===== src/sv/ipid_pkg.sv =====
// Shared types, widths and codes for the incremental PID controller.
`timescale 1ns / 1ps
package ipid_pkg;

	localparam int CFG_IDX_W = 3;
	localparam logic [CFG_IDX_W-1:0] REG_GAIN_PT   = 3'd0;
	localparam logic [CFG_IDX_W-1:0] REG_GAIN_PM   = 3'd1;
	localparam logic [CFG_IDX_W-1:0] REG_GAIN_I    = 3'd2;
	localparam logic [CFG_IDX_W-1:0] REG_GAIN_D    = 3'd3;
	localparam logic [CFG_IDX_W-1:0] REG_LIMIT     = 3'd4;
	localparam logic [CFG_IDX_W-1:0] REG_RATE      = 3'd5;

	localparam logic REQ_UPDATE = 1'b0;
	localparam logic REQ_PRESET = 1'b1;

	localparam logic [14:0] LIMIT_RESET = 15'd32767;
	localparam logic [15:0] RATE_RESET  = 16'd66;

	localparam int MUL_A_W = 37;
	localparam int MUL_B_W = 17;
	localparam int PROD_W  = MUL_A_W + MUL_B_W;
	localparam int DELTA_W = 37;
	localparam int FRAC_SH = 8;
	localparam int SUM_W   = PROD_W - FRAC_SH + 1;

	localparam int CQ_DEPTH = 2;
	localparam int CQ_AW    = 1;
	localparam int CQ_CW    = 2;

	typedef struct packed {
		logic signed [15:0] gain_pt;
		logic signed [15:0] gain_pm;
		logic signed [15:0] gain_i;
		logic signed [15:0] gain_d;
		logic [14:0]        limit;
		logic [15:0]        rate;
	} cfg_t;

	typedef struct packed {
		logic               is_preset;
		logic signed [31:0] preset_value;
		logic signed [16:0] d_target;
		logic signed [16:0] d_meas;
		logic signed [16:0] err;
		logic signed [17:0] second;
	} cmd_t;

endpackage


===== src/sv/ipid_front.sv =====
// Front end: accepts requests, keeps sample history, forms the differences.
`timescale 1ns / 1ps
module ipid_front import ipid_pkg::*; (
	input  logic               clk,
	input  logic               arst_n,
	input  logic               push,
	input  logic               req_type,
	input  logic signed [15:0] setpoint,
	input  logic signed [15:0] measured,
	input  logic signed [31:0] preset_value,
	input  logic               q_full,
	output logic               full,
	output logic               cq_push,
	output cmd_t               cq_cmd
);

	logic signed [15:0] prior_sp_q;
	logic signed [15:0] prior_ms_q;
	logic signed [15:0] older_ms_q;
	logic               accept;

	assign accept  = push && !q_full;
	assign full    = q_full;
	assign cq_push = accept;

	always_comb begin
		cq_cmd.is_preset    = (req_type == REQ_PRESET);
		cq_cmd.preset_value = preset_value;
		cq_cmd.d_target     = 17'(setpoint) - 17'(prior_sp_q);
		cq_cmd.d_meas       = 17'(measured) - 17'(prior_ms_q);
		cq_cmd.err          = 17'(setpoint) - 17'(measured);
		cq_cmd.second       = 18'(measured) - (18'(prior_ms_q) <<< 1) + 18'(older_ms_q);
	end

	always_ff @(posedge clk or negedge arst_n) begin
		if (!arst_n) begin
			prior_sp_q <= '0;
			prior_ms_q <= '0;
			older_ms_q <= '0;
		end else if (accept && req_type == REQ_UPDATE) begin
			prior_sp_q <= setpoint;
			older_ms_q <= prior_ms_q;
			prior_ms_q <= measured;
		end
	end

endmodule


===== src/sv/ipid_cmd_queue.sv =====
// Two-entry command queue between front end and execution unit.
`timescale 1ns / 1ps
module ipid_cmd_queue import ipid_pkg::*; (
	input  logic clk,
	input  logic arst_n,
	input  logic wr_en,
	input  cmd_t wr_cmd,
	input  logic rd_en,
	output logic full,
	output logic valid,
	output cmd_t rd_cmd
);

	cmd_t             mem_q [CQ_DEPTH];
	logic [CQ_AW-1:0] wr_ptr_q;
	logic [CQ_AW-1:0] rd_ptr_q;
	logic [CQ_CW-1:0] count_q;
	logic             do_wr;
	logic             do_rd;

	assign full   = (count_q == CQ_CW'(CQ_DEPTH));
	assign valid  = (count_q != '0);
	assign rd_cmd = mem_q[rd_ptr_q];
	assign do_wr  = wr_en && !full;
	assign do_rd  = rd_en && valid;

	always_ff @(posedge clk) begin
		if (do_wr) begin
			mem_q[wr_ptr_q] <= wr_cmd;
		end
	end

	always_ff @(posedge clk or negedge arst_n) begin
		if (!arst_n) begin
			wr_ptr_q <= '0;
			rd_ptr_q <= '0;
			count_q  <= '0;
		end else begin
			if (do_wr) begin
				wr_ptr_q <= wr_ptr_q + CQ_AW'(1);
			end
			if (do_rd) begin
				rd_ptr_q <= rd_ptr_q + CQ_AW'(1);
			end
			if (do_wr && !do_rd) begin
				count_q <= count_q + CQ_CW'(1);
			end else if (do_rd && !do_wr) begin
				count_q <= count_q - CQ_CW'(1);
			end
		end
	end

endmodule


===== src/sv/ipid_back.sv =====
// Execution unit: shared multiplier sequence, scaling, accumulate, clamp, result register.
`timescale 1ns / 1ps
module ipid_back import ipid_pkg::*; (
	input  logic               clk,
	input  logic               arst_n,
	input  cfg_t               cfg,
	input  logic               cq_valid,
	input  cmd_t               cq_cmd,
	output logic               cq_pop,
	input  logic               pop,
	output logic               empty,
	output logic signed [31:0] drive
);

	localparam logic [2:0] ST_IDLE  = 3'd0;
	localparam logic [2:0] ST_T0    = 3'd1;
	localparam logic [2:0] ST_T1    = 3'd2;
	localparam logic [2:0] ST_T2    = 3'd3;
	localparam logic [2:0] ST_T3    = 3'd4;
	localparam logic [2:0] ST_SUM   = 3'd5;
	localparam logic [2:0] ST_SCALE = 3'd6;
	localparam logic [2:0] ST_FIN   = 3'd7;

	logic [2:0]                 state_q;
	cmd_t                       cmd_q;
	logic signed [PROD_W-1:0]   prod_q;
	logic signed [DELTA_W-1:0]  delta_q;
	logic signed [31:0]         acc_q;
	logic signed [31:0]         out_q;
	logic                       out_valid_q;

	logic signed [MUL_A_W-1:0]  mul_a;
	logic signed [MUL_B_W-1:0]  mul_b;
	logic signed [DELTA_W-1:0]  term;
	logic signed [SUM_W-2:0]    scaled;
	logic signed [SUM_W-1:0]    sum;
	logic signed [SUM_W-1:0]    lim;
	logic signed [31:0]         new_val;
	logic                       fin_wr;

	assign empty  = !out_valid_q;
	assign drive  = out_q;
	assign cq_pop = (state_q == ST_IDLE) && cq_valid;
	assign fin_wr = (state_q == ST_FIN) && (!out_valid_q || pop);
	assign term   = $signed(prod_q[DELTA_W-1:0]);

	always_comb begin
		case (state_q)
			ST_T0: begin
				mul_a = MUL_A_W'(cmd_q.d_target);
				mul_b = MUL_B_W'(cfg.gain_pt);
			end
			ST_T1: begin
				mul_a = MUL_A_W'(cmd_q.d_meas);
				mul_b = MUL_B_W'(cfg.gain_pm);
			end
			ST_T2: begin
				mul_a = MUL_A_W'(cmd_q.err);
				mul_b = MUL_B_W'(cfg.gain_i);
			end
			ST_T3: begin
				mul_a = MUL_A_W'(cmd_q.second);
				mul_b = MUL_B_W'(cfg.gain_d);
			end
			default: begin
				mul_a = MUL_A_W'(delta_q);
				mul_b = $signed({1'b0, cfg.rate});
			end
		endcase
	end

	// floor shift to Q16.16, then accumulate and clamp; a preset takes its preset value unclamped
	always_comb begin
		scaled = $signed(prod_q[PROD_W-1:FRAC_SH]);
		sum    = SUM_W'(acc_q) + SUM_W'(scaled);
		lim    = $signed(SUM_W'({cfg.limit, 16'h0000}));
		if (cmd_q.is_preset) begin
			new_val = cmd_q.preset_value;
		end else if (sum > lim) begin
			new_val = lim[31:0];
		end else if (sum < -lim) begin
			new_val = 32'(-lim);
		end else begin
			new_val = sum[31:0];
		end
	end

	always_ff @(posedge clk) begin
		prod_q <= mul_a * mul_b;
		if (cq_pop) begin
			cmd_q <= cq_cmd;
		end
		case (state_q)
			ST_T1:   delta_q <= term;
			ST_T2:   delta_q <= delta_q - term;
			ST_T3:   delta_q <= delta_q + term;
			ST_SUM:  delta_q <= delta_q + term;
			default: delta_q <= delta_q;
		endcase
		if (fin_wr) begin
			out_q <= new_val;
		end
	end

	always_ff @(posedge clk or negedge arst_n) begin
		if (!arst_n) begin
			state_q     <= ST_IDLE;
			acc_q       <= '0;
			out_valid_q <= 1'b0;
		end else begin
			case (state_q)
				ST_IDLE: begin
					if (cq_valid) begin
						state_q <= cq_cmd.is_preset ? ST_FIN : ST_T0;
					end
				end
				ST_T0:    state_q <= ST_T1;
				ST_T1:    state_q <= ST_T2;
				ST_T2:    state_q <= ST_T3;
				ST_T3:    state_q <= ST_SUM;
				ST_SUM:   state_q <= ST_SCALE;
				ST_SCALE: state_q <= ST_FIN;
				ST_FIN: begin
					if (fin_wr) begin
						state_q <= ST_IDLE;
					end
				end
				default:  state_q <= ST_IDLE;
			endcase
			if (fin_wr) begin
				acc_q       <= new_val;
				out_valid_q <= 1'b1;
			end else if (pop) begin
				out_valid_q <= 1'b0;
			end
		end
	end

endmodule


===== src/sv/incremental_pid_controller.sv =====
// Top level of the incremental PID controller: config registers and unit wiring.
//
//   channel   direction  handshake                 payload
//   request   in         push / full               req_type, setpoint, measured, preset_value
//   result    out        pop / empty               drive
//   config    in         cfg_valid / cfg_ready     cfg_index, cfg_data
//
// An update in the execution unit passes a dequeue state, four gain products through
// one shared multiplier, one drain of the product register, a scale product through the
// same multiplier and an accumulate-and-clamp state. A preset goes from dequeue to the final state.
// Reset clears history, accumulator, queues and loads the config defaults.
// A two-entry request queue keeps accepting while the result register waits on pop.
`timescale 1ns / 1ps
module incremental_pid_controller import ipid_pkg::*; (
	input  logic                 clk,
	input  logic                 arst_n,
	input  logic                 push,
	output logic                 full,
	input  logic                 req_type,
	input  logic signed [15:0]   setpoint,
	input  logic signed [15:0]   measured,
	input  logic signed [31:0]   preset_value,
	output logic                 empty,
	input  logic                 pop,
	output logic signed [31:0]   drive,
	input  logic                 cfg_valid,
	output logic                 cfg_ready,
	input  logic [CFG_IDX_W-1:0] cfg_index,
	input  logic [15:0]          cfg_data
);

	cfg_t cfg_q;
	logic q_full;
	logic cq_push;
	cmd_t cq_wr_cmd;
	logic cq_valid;
	logic cq_pop;
	cmd_t cq_rd_cmd;

	assign cfg_ready = 1'b1;

	always_ff @(posedge clk or negedge arst_n) begin
		if (!arst_n) begin
			cfg_q.gain_pt <= '0;
			cfg_q.gain_pm <= '0;
			cfg_q.gain_i  <= '0;
			cfg_q.gain_d  <= '0;
			cfg_q.limit   <= LIMIT_RESET;
			cfg_q.rate    <= RATE_RESET;
		end else if (cfg_valid && cfg_ready) begin
			case (cfg_index)
				REG_GAIN_PT: cfg_q.gain_pt <= $signed(cfg_data);
				REG_GAIN_PM: cfg_q.gain_pm <= $signed(cfg_data);
				REG_GAIN_I:  cfg_q.gain_i  <= $signed(cfg_data);
				REG_GAIN_D:  cfg_q.gain_d  <= $signed(cfg_data);
				REG_LIMIT:   cfg_q.limit   <= cfg_data[14:0];
				REG_RATE:    cfg_q.rate    <= cfg_data;
				default:     cfg_q         <= cfg_q;
			endcase
		end
	end

	ipid_front u_front (
		.clk          (clk),
		.arst_n       (arst_n),
		.push         (push),
		.req_type     (req_type),
		.setpoint     (setpoint),
		.measured     (measured),
		.preset_value (preset_value),
		.q_full       (q_full),
		.full         (full),
		.cq_push      (cq_push),
		.cq_cmd       (cq_wr_cmd)
	);

	ipid_cmd_queue u_queue (
		.clk    (clk),
		.arst_n (arst_n),
		.wr_en  (cq_push),
		.wr_cmd (cq_wr_cmd),
		.rd_en  (cq_pop),
		.full   (q_full),
		.valid  (cq_valid),
		.rd_cmd (cq_rd_cmd)
	);

	ipid_back u_back (
		.clk      (clk),
		.arst_n   (arst_n),
		.cfg      (cfg_q),
		.cq_valid (cq_valid),
		.cq_cmd   (cq_rd_cmd),
		.cq_pop   (cq_pop),
		.pop      (pop),
		.empty    (empty),
		.drive    (drive)
	);

endmodule


===== config.mk =====
export PLATFORM = sky130hd
export DESIGN_NAME = incremental_pid_controller
export DESIGN_NICKNAME = d
export VERILOG_FILES = /design/src/sv/ipid_pkg.sv /design/src/sv/ipid_front.sv /design/src/sv/ipid_cmd_queue.sv /design/src/sv/ipid_back.sv /design/src/sv/incremental_pid_controller.sv
export SDC_FILE = /design/constraint.sdc
export NUM_CORES = 2
export LEC_CHECK = 0
export ABC_AREA = 1
export BUFFER_PORTS_ARGS = -buffer_cell sky130_fd_sc_hd__clkbuf_2
export CAP_MARGIN = 20
export CORE_AREA = 2 2 356 622
export DETAILED_ROUTE_END_ITERATION = 16
export DIE_AREA = 0 0 358 624
export HOLD_SLACK_MARGIN = 0.08
export MAX_ROUTING_LAYER = met4
export PLACE_DENSITY = 0.43
export SLEW_MARGIN = 30
export SYNTH_ARGS = -nofsm -noshare
export SYNTH_HDL_FRONTEND = slang
export SYNTH_SLANG_ARGS = --single-unit

===== constraint.sdc =====
create_clock -name clk -period 16.2 [get_ports clk]
set_input_delay 0.81 -clock clk [delete_from_list [all_inputs] [get_ports clk]]
set_output_delay 0.81 -clock clk [all_outputs]
set_load 0.01 [all_outputs]

---- Word-level counts from Yosys, hierarchy flattened ----
Memories as Yosys holds them, arrays and structs flattened.
Cells that the tools add are included.
word-level totals
  register bits after elaboration ......... 408
  memory bits (writable) .................. 204
  input port bits ......................... 89
  output and inout bits ................... 35
  word-level logic and storage cells ...... 100
  memories ................................ 1
operators by class
  $add $sub $neg .......................... 13
  multiply operators ...................... 1
  order comparisons ....................... 2
  equality and inequality tests ........... 15
  muxes and demuxes ....................... 16
  bitwise gates (word level) .............. 1
  reductions and logical operators ........ 27
memory list
  name           depth  width  rd ports  clocked after Yosys merged registers in  write ports  RTL line              RTL
  u_queue.mem_q  2      102    1         0                                        1            ipid_cmd_queue.sv:14  cmd_t mem_q [CQ_DEPTH];
operator list
  kind                                                              number
  37-bit one-hot mux with 4 select lines                            1
  37-bit one-hot mux with 3 select lines                            1
  32-bit two-way mux                                                3
  17-bit one-hot mux with 4 select lines                            1
  37-bit by 17-bit multiplier with 54-bit output                    1
  16-bit by 16-bit subtractor with 17-bit output                    3
  32-bit by 46-bit adder with 47-bit output                         1
  47-bit by 32-bit > comparator with 1-bit output                   1
  47-bit less-than comparator                                       1
  31-bit negator with 47-bit output                                 1
  37-bit adder                                                      1
  37-bit subtractor                                                 1
  3-bit one-hot mux with 8 select lines                             1
  18-bit by 16-bit adder with 18-bit output                         1
  3-bit == test (second input constant)                             6
  16-bit by 17-bit subtractor with 18-bit output                    1
  2-bit AND reduction                                               7
  3-bit by 2-bit == test with 1-bit output (second input constant)  4
  3-bit two-way mux                                                 3
  1-bit logical AND                                                 8
  3-bit by 1-bit == test with 1-bit output (second input constant)  2
  3-bit logical NOT                                                 2
  2-bit nonzero test                                                3
  1-bit logical NOT                                                 4
  11 further kinds                                                  17

---- Logic depth before layout (Yosys ltp) ----
  depth after elaboration ................. 8
  depth in mapped cells ................... 40
  depth with buffers taken out ............ 38

---- Cells and area by module ----
A second synthesis with hierarchy kept.
unflattened totals
  cell total of the unflattened synthesis .. 7057
  area, all modules ....................... 57402.6 sq um
by module, submodules not included
  module                      times used  cells each  area each (sq um)  sequential area each (sq um)
  ipid_back                   1           5142        39930.8            7116.8
  ipid_cmd_queue              1           565         7684.9             6226.0
  ipid_front                  1           927         6043.3             1201.2
  incremental_pid_controller  1           423         3743.6             2398.6

---- Least setup slack after synthesis ----
No wires, ideal clock.
  kind .................................... flip-flop to flip-flop
  from .................................... register u_back.state_q[0]
  to ...................................... register u_back.prod_q[39]
  library setup time ...................... 0.072 ns
  arrival time ............................ 7.128 ns
  data required time ...................... 16.128 ns
  setup slack ............................. 9.000 ns
  stages on the path, launching flop included .. 36
  buffers on the path ..................... 2
  clock period less this slack ............ 7.200 ns
  cell sequence ........................... dfrtp_1 -> nor2_1 -> inv_1 -> nor2_2 -> nor2_1 -> inv_2 -> buf_2 -> buf_2 -> nor2_1 -> nor2_1 -> clkinv_1 -> nor2_1 -> fa_1 -> inv_1 -> fa_1 -> fa_1 -> fa_1 -> inv_1 -> fa_1 -> inv_1 -> fa_1 -> inv_1 -> ha_1 -> nand2_1 -> nor2_1 -> nand4_1 -> nor2_1 -> nor2_1 -> inv_1 -> a21oi_1 -> o21ai_0 -> nand3_1 -> nand2_1 -> a21oi_1 -> o31ai_1 -> xor2_1
between the ends
  cells in the longest elaborated chain, start to end .. 3
  elaborated cells between the ends (all ways) .. 7
  classes of those cells .................. mul: 1; eq/ne: 4; mux: 2
ends and longest elaborated chain
  what                                                                                                     RTL line          RTL
  from (decl)                                                                                              ipid_back.sv:24   logic [2:0] state_q;
  from (signal assigned)                                                                                   ipid_back.sv:114  state_q <= cq_cmd.is_preset ? ST_FIN : ST_T0;
  3-bit == test (tied with other cells)                                                                    ipid_back.sv:48   case (state_q)
  37-bit one-hot mux with 4 select lines / 17-bit one-hot mux with 4 select lines (equally long branches)  ipid_back.sv:48
  37-bit by 17-bit multiplier with 54-bit output *                                                         ipid_back.sv:89   prod_q <= mul_a * mul_b;
  to (signal assigned)                                                                                     ipid_back.sv:89
  to (decl)                                                                                                ipid_back.sv:26   logic signed [PROD_W-1:0] prod_q;
Mark *: on every way between the ends. The rest lies on a longest branch, timed or not.
A chain may end at the register's enable or synchronous reset.

---- Worst setup path after layout ----
  from .................................... register u_back.state_q[0]
  to ...................................... register u_back.prod_q[53]
Same word-level chain as after synthesis.

==> impl_metrics.py <==
metrics = {
    "run_status": {
        "outcome": "completed",
    },
    "cts": {
        "post_cts.repair.setup_buffers": 0,
        "cts.sinks": 612,
        "cts-buffers-inserted": 58,
        "clk_pin_slew_ps": 80,
        "worst_skew_pair.late_latency_ps": 690,
        "clockRootBuffer": "clkbuf_16",
        "cts_hold_buf": 0,
        "cts-htree-levels": 2,
        "postCtsResizedCells": 0,
        "cts_tree": "yes",
        "cts_max_path_buffers": 3,
    },
    "synth": {
        "async_reset_ff_frac": 0.299,
        "yosysTopAreaCellShare": 0.228,
        "synth.distinct_cells": 64,
        "yosysSeqAreaShare": 0.312,
        "yosysWarningCount": 0,
        "ys_seq_elements": 612,
        "syn_nets": 7275,
        "syn_inst": 6247,
        "ys_top_cells_by_count": "nand2_1, inv_1, fa_1, nor2_1, edfxtp_1",
        "yosysMostFrequentCell": "nand2_1",
        "mappedNetlistArea_um2": 54300,
        "synth_top_area_cell": "fa_1",
        "syn_area_per_cell_um2": 8.68,
        "synth-edff-count": 375,
        "synth.area.top_cells": "fa_1, edfxtp_1, nand2_1, dfrtp_1, ha_1",
        "ys.flop_type": "edfxtp_1",
    },
    "routing": {
        "vias": 42229,
        "ant_nets": 0,
        "wl_per_cell_um": 21.9,
        "routed.top_layer": "met4",
        "vias_per_cell": 4.56,
        "drt_pass1_iterations": 5,
        "wirelength_um": 203000,
        "routedLengthMet1_um": 66700,
        "met3_length_um": 5210,
        "met2_length_um": 114000,
        "route.detailed.drc": 0,
        "first_iter_violations": 2164,
    },
    "sta": {
        "maxSlewHeadroom": 0.310,
        "skew_ps": 48.4,
        "fmax_ghz": 0.0984,
        "setup_violations": 0,
        "finalHoldViolations": 0,
        "worst_pin_slew_ps": 1030,
        "post-route-period-util": 0.628,
        "drv_slew": 0,
        "fin_crit_ps": 10170,
        "grt_setup_unrepaired": "no",
        "whs_ps": 130,
        "setup_tns_ps": 0,
    },
    "setup_path": {
        "worst_path_most_repeated_cell": "fa_1",
        "arrival_ps": 10680,
        "required_ps": 16710,
        "start_kind": "flop",
        "critPathKind": "flop to flop",
        "crit_path_end_kind": "flop",
        "worstPathMaxFanout": 66,
        "crit_path_top_delay_cell": "a41oi_1",
        "slowest_delay_ps": 690,
    },
    "global_routing": {
        "grt_max_degree": 70,
        "grt_pass1_wl_um": 299000,
        "grt_overflow_total": 0,
        "grt_pass1_vias": 45510,
        "grt_util_all_layers": 0.188,
        "antenna_found_initial": 3,
    },
    "floorplan": {
        "start_util": 0.249,
        "core_um2": 218000,
        "rows": 227,
        "die_x_um": 358,
        "dieArea_um2": 223000,
        "ios": 124,
        "die_h_um": 624,
    },
    "placed_design": {
        "place_congestion": 0.937,
        "hpwl_um": 167000,
        "port_buffers": 122,
        "placed_area_um2": 58500,
    },
    "layout": {
        "layout-drive-gt1-share": 0.0663,
        "areaGrowthSynthToFinish_pct": 11.5,
        "fin_util": 0.277,
        "finalInstanceArea_um2": 60500,
        "num-fill-cells": 23731,
        "fin_nets": 7374,
    },
    "worst_hold_path": {
        "hp-class": "primary input to async pin",
    },
    "run": {
        "drv_cap": 0,
    },
}
registers in the layout, indices dropped and copies added, names as in the netlist, 2 cells and up:
signal / flops
u_back.cmd_q: 102
u_queue.mem_q: 204
u_back.acc_q: 32
u_back.drive: 32
u_front.older_ms_q: 16
u_queue.count_q: 2
u_back.delta_q: 37
u_back.state_q: 3
u_back.prod_q: 54
u_front.prior_ms_q: 16
cfg_q: 95
u_front.prior_sp_q: 16
final cells by class:
type | instances | area (um2) | area share
Antenna cell | 2 | 5.00 | 0.0000828
Clock buffer | 72 | 1510 | 0.0250
Clock inverter | 38 | 408 | 0.00675
Inverter | 1078 | 4050 | 0.0669
Multi-Input combinational cell | 4392 | 32700 | 0.541
Sequential cell | 612 | 16900 | 0.280
Tap cell | 2862 | 3580 | 0.0592
Timing Repair Buffer | 204 | 1240 | 0.0205
placed cells by master, fill, tap and decap left out, types with 8 or more instances in the layout:
cell type  instances
clkbuf_16         58
o21ai_4           11
or2_2             11
o21bai_1          13
o21ai_0          300
nor2_1           585
xnor2_1           78
a21boi_0          13
nand3_1          157
dfstp_2           17
inv_2             17
dfrtp_1          165
nand2_1         1576
a221oi_1          19
a22o_1            26
edfxtp_1         375
clkbuf_2         121
o21a_1            16
nor2_2            11
nor3_1            35
dfxtp_1           54
clkinv_2          14
o21ai_2           17
clkbuf_1          13
buf_4             80
nor4_1            10
a31oi_1           30
a21oi_1          246
nand4_1           35
a21o_1            14
clkinv_1          26
fa_1             617
o31ai_1            8
ha_1             322
nand2_2           17
o21ai_1           23
xor2_1           129
inv_1           1039
cell families (layout without fill, tap and decap cells):
logic type | Yosys count | count (layout) | share of synthesized area
xor gates and xnor gates | 208 | 208 | 0.0337
DFF | 612 | 612 | 0.312
buffers and inverters | 1243 | 1392 | 0.0868
AOI/OAI and AO/OA | 776 | 776 | 0.0840
adders and majority gates | 939 | 939 | 0.302
and+or+nand+nor | 2467 | 2467 | 0.181
other | 1 | 3 | 0.0000691
muxes | 1 | 1 | 0.000208
through the flow:
stage                     cells  setup WS (ps)
after global routing       9259           5370
final                      9260           6030
after detailed placement   9148           5880
after global placement     9147           5600
after CTS                  9258           5850
after floorplan            6247           9000
path summary, 6_finish.rpt:
| path | from | cells after the start | to | slack, ps |
|---|---|---|---|---|
| max | u_back.state_q[0] | 33 | u_back.prod_q[53] | 6030 |
| min | arst_n | 1 | u_back.acc_q[11] | 130 |
| max reg2reg | u_back.state_q[0] | 33 | u_back.prod_q[53] | 6030 |
| min reg2reg | cfg_q[11] | 2 | cfg_q[11] | 490 |
| max in group asynchronous | arst_n | 2 | u_front.prior_sp_q[1] | 14710 |
| min in group clk | preset_value[6] | 1 | u_queue.mem_q[0][75] | 330 |
critical path: cells and delay by family, from the launching register on:
family | cells | cell delay (ps)
fa+ha+maj | 7 | 3340
simple gates | 10 | 2210
compound gates | 8 | 2040
buf+inv | 7 | 1780
flops | 1 | 460
xor+xnor | 1 | 140
metal layers:
| metal | vias to the layer above | GRT usage |
|---|---|---|
| met5 | - | - |
| met4 | 0 | 0.129 |
| met2 | 893 | 0.360 |
| met3 | 448 | 0.0129 |
| li1 | 19784 | - |
| met1 | 21104 | 0.174 |
Power is not shown: default switching activity piles up to over one toggle a cycle in this logic, so the estimate is an artifact.
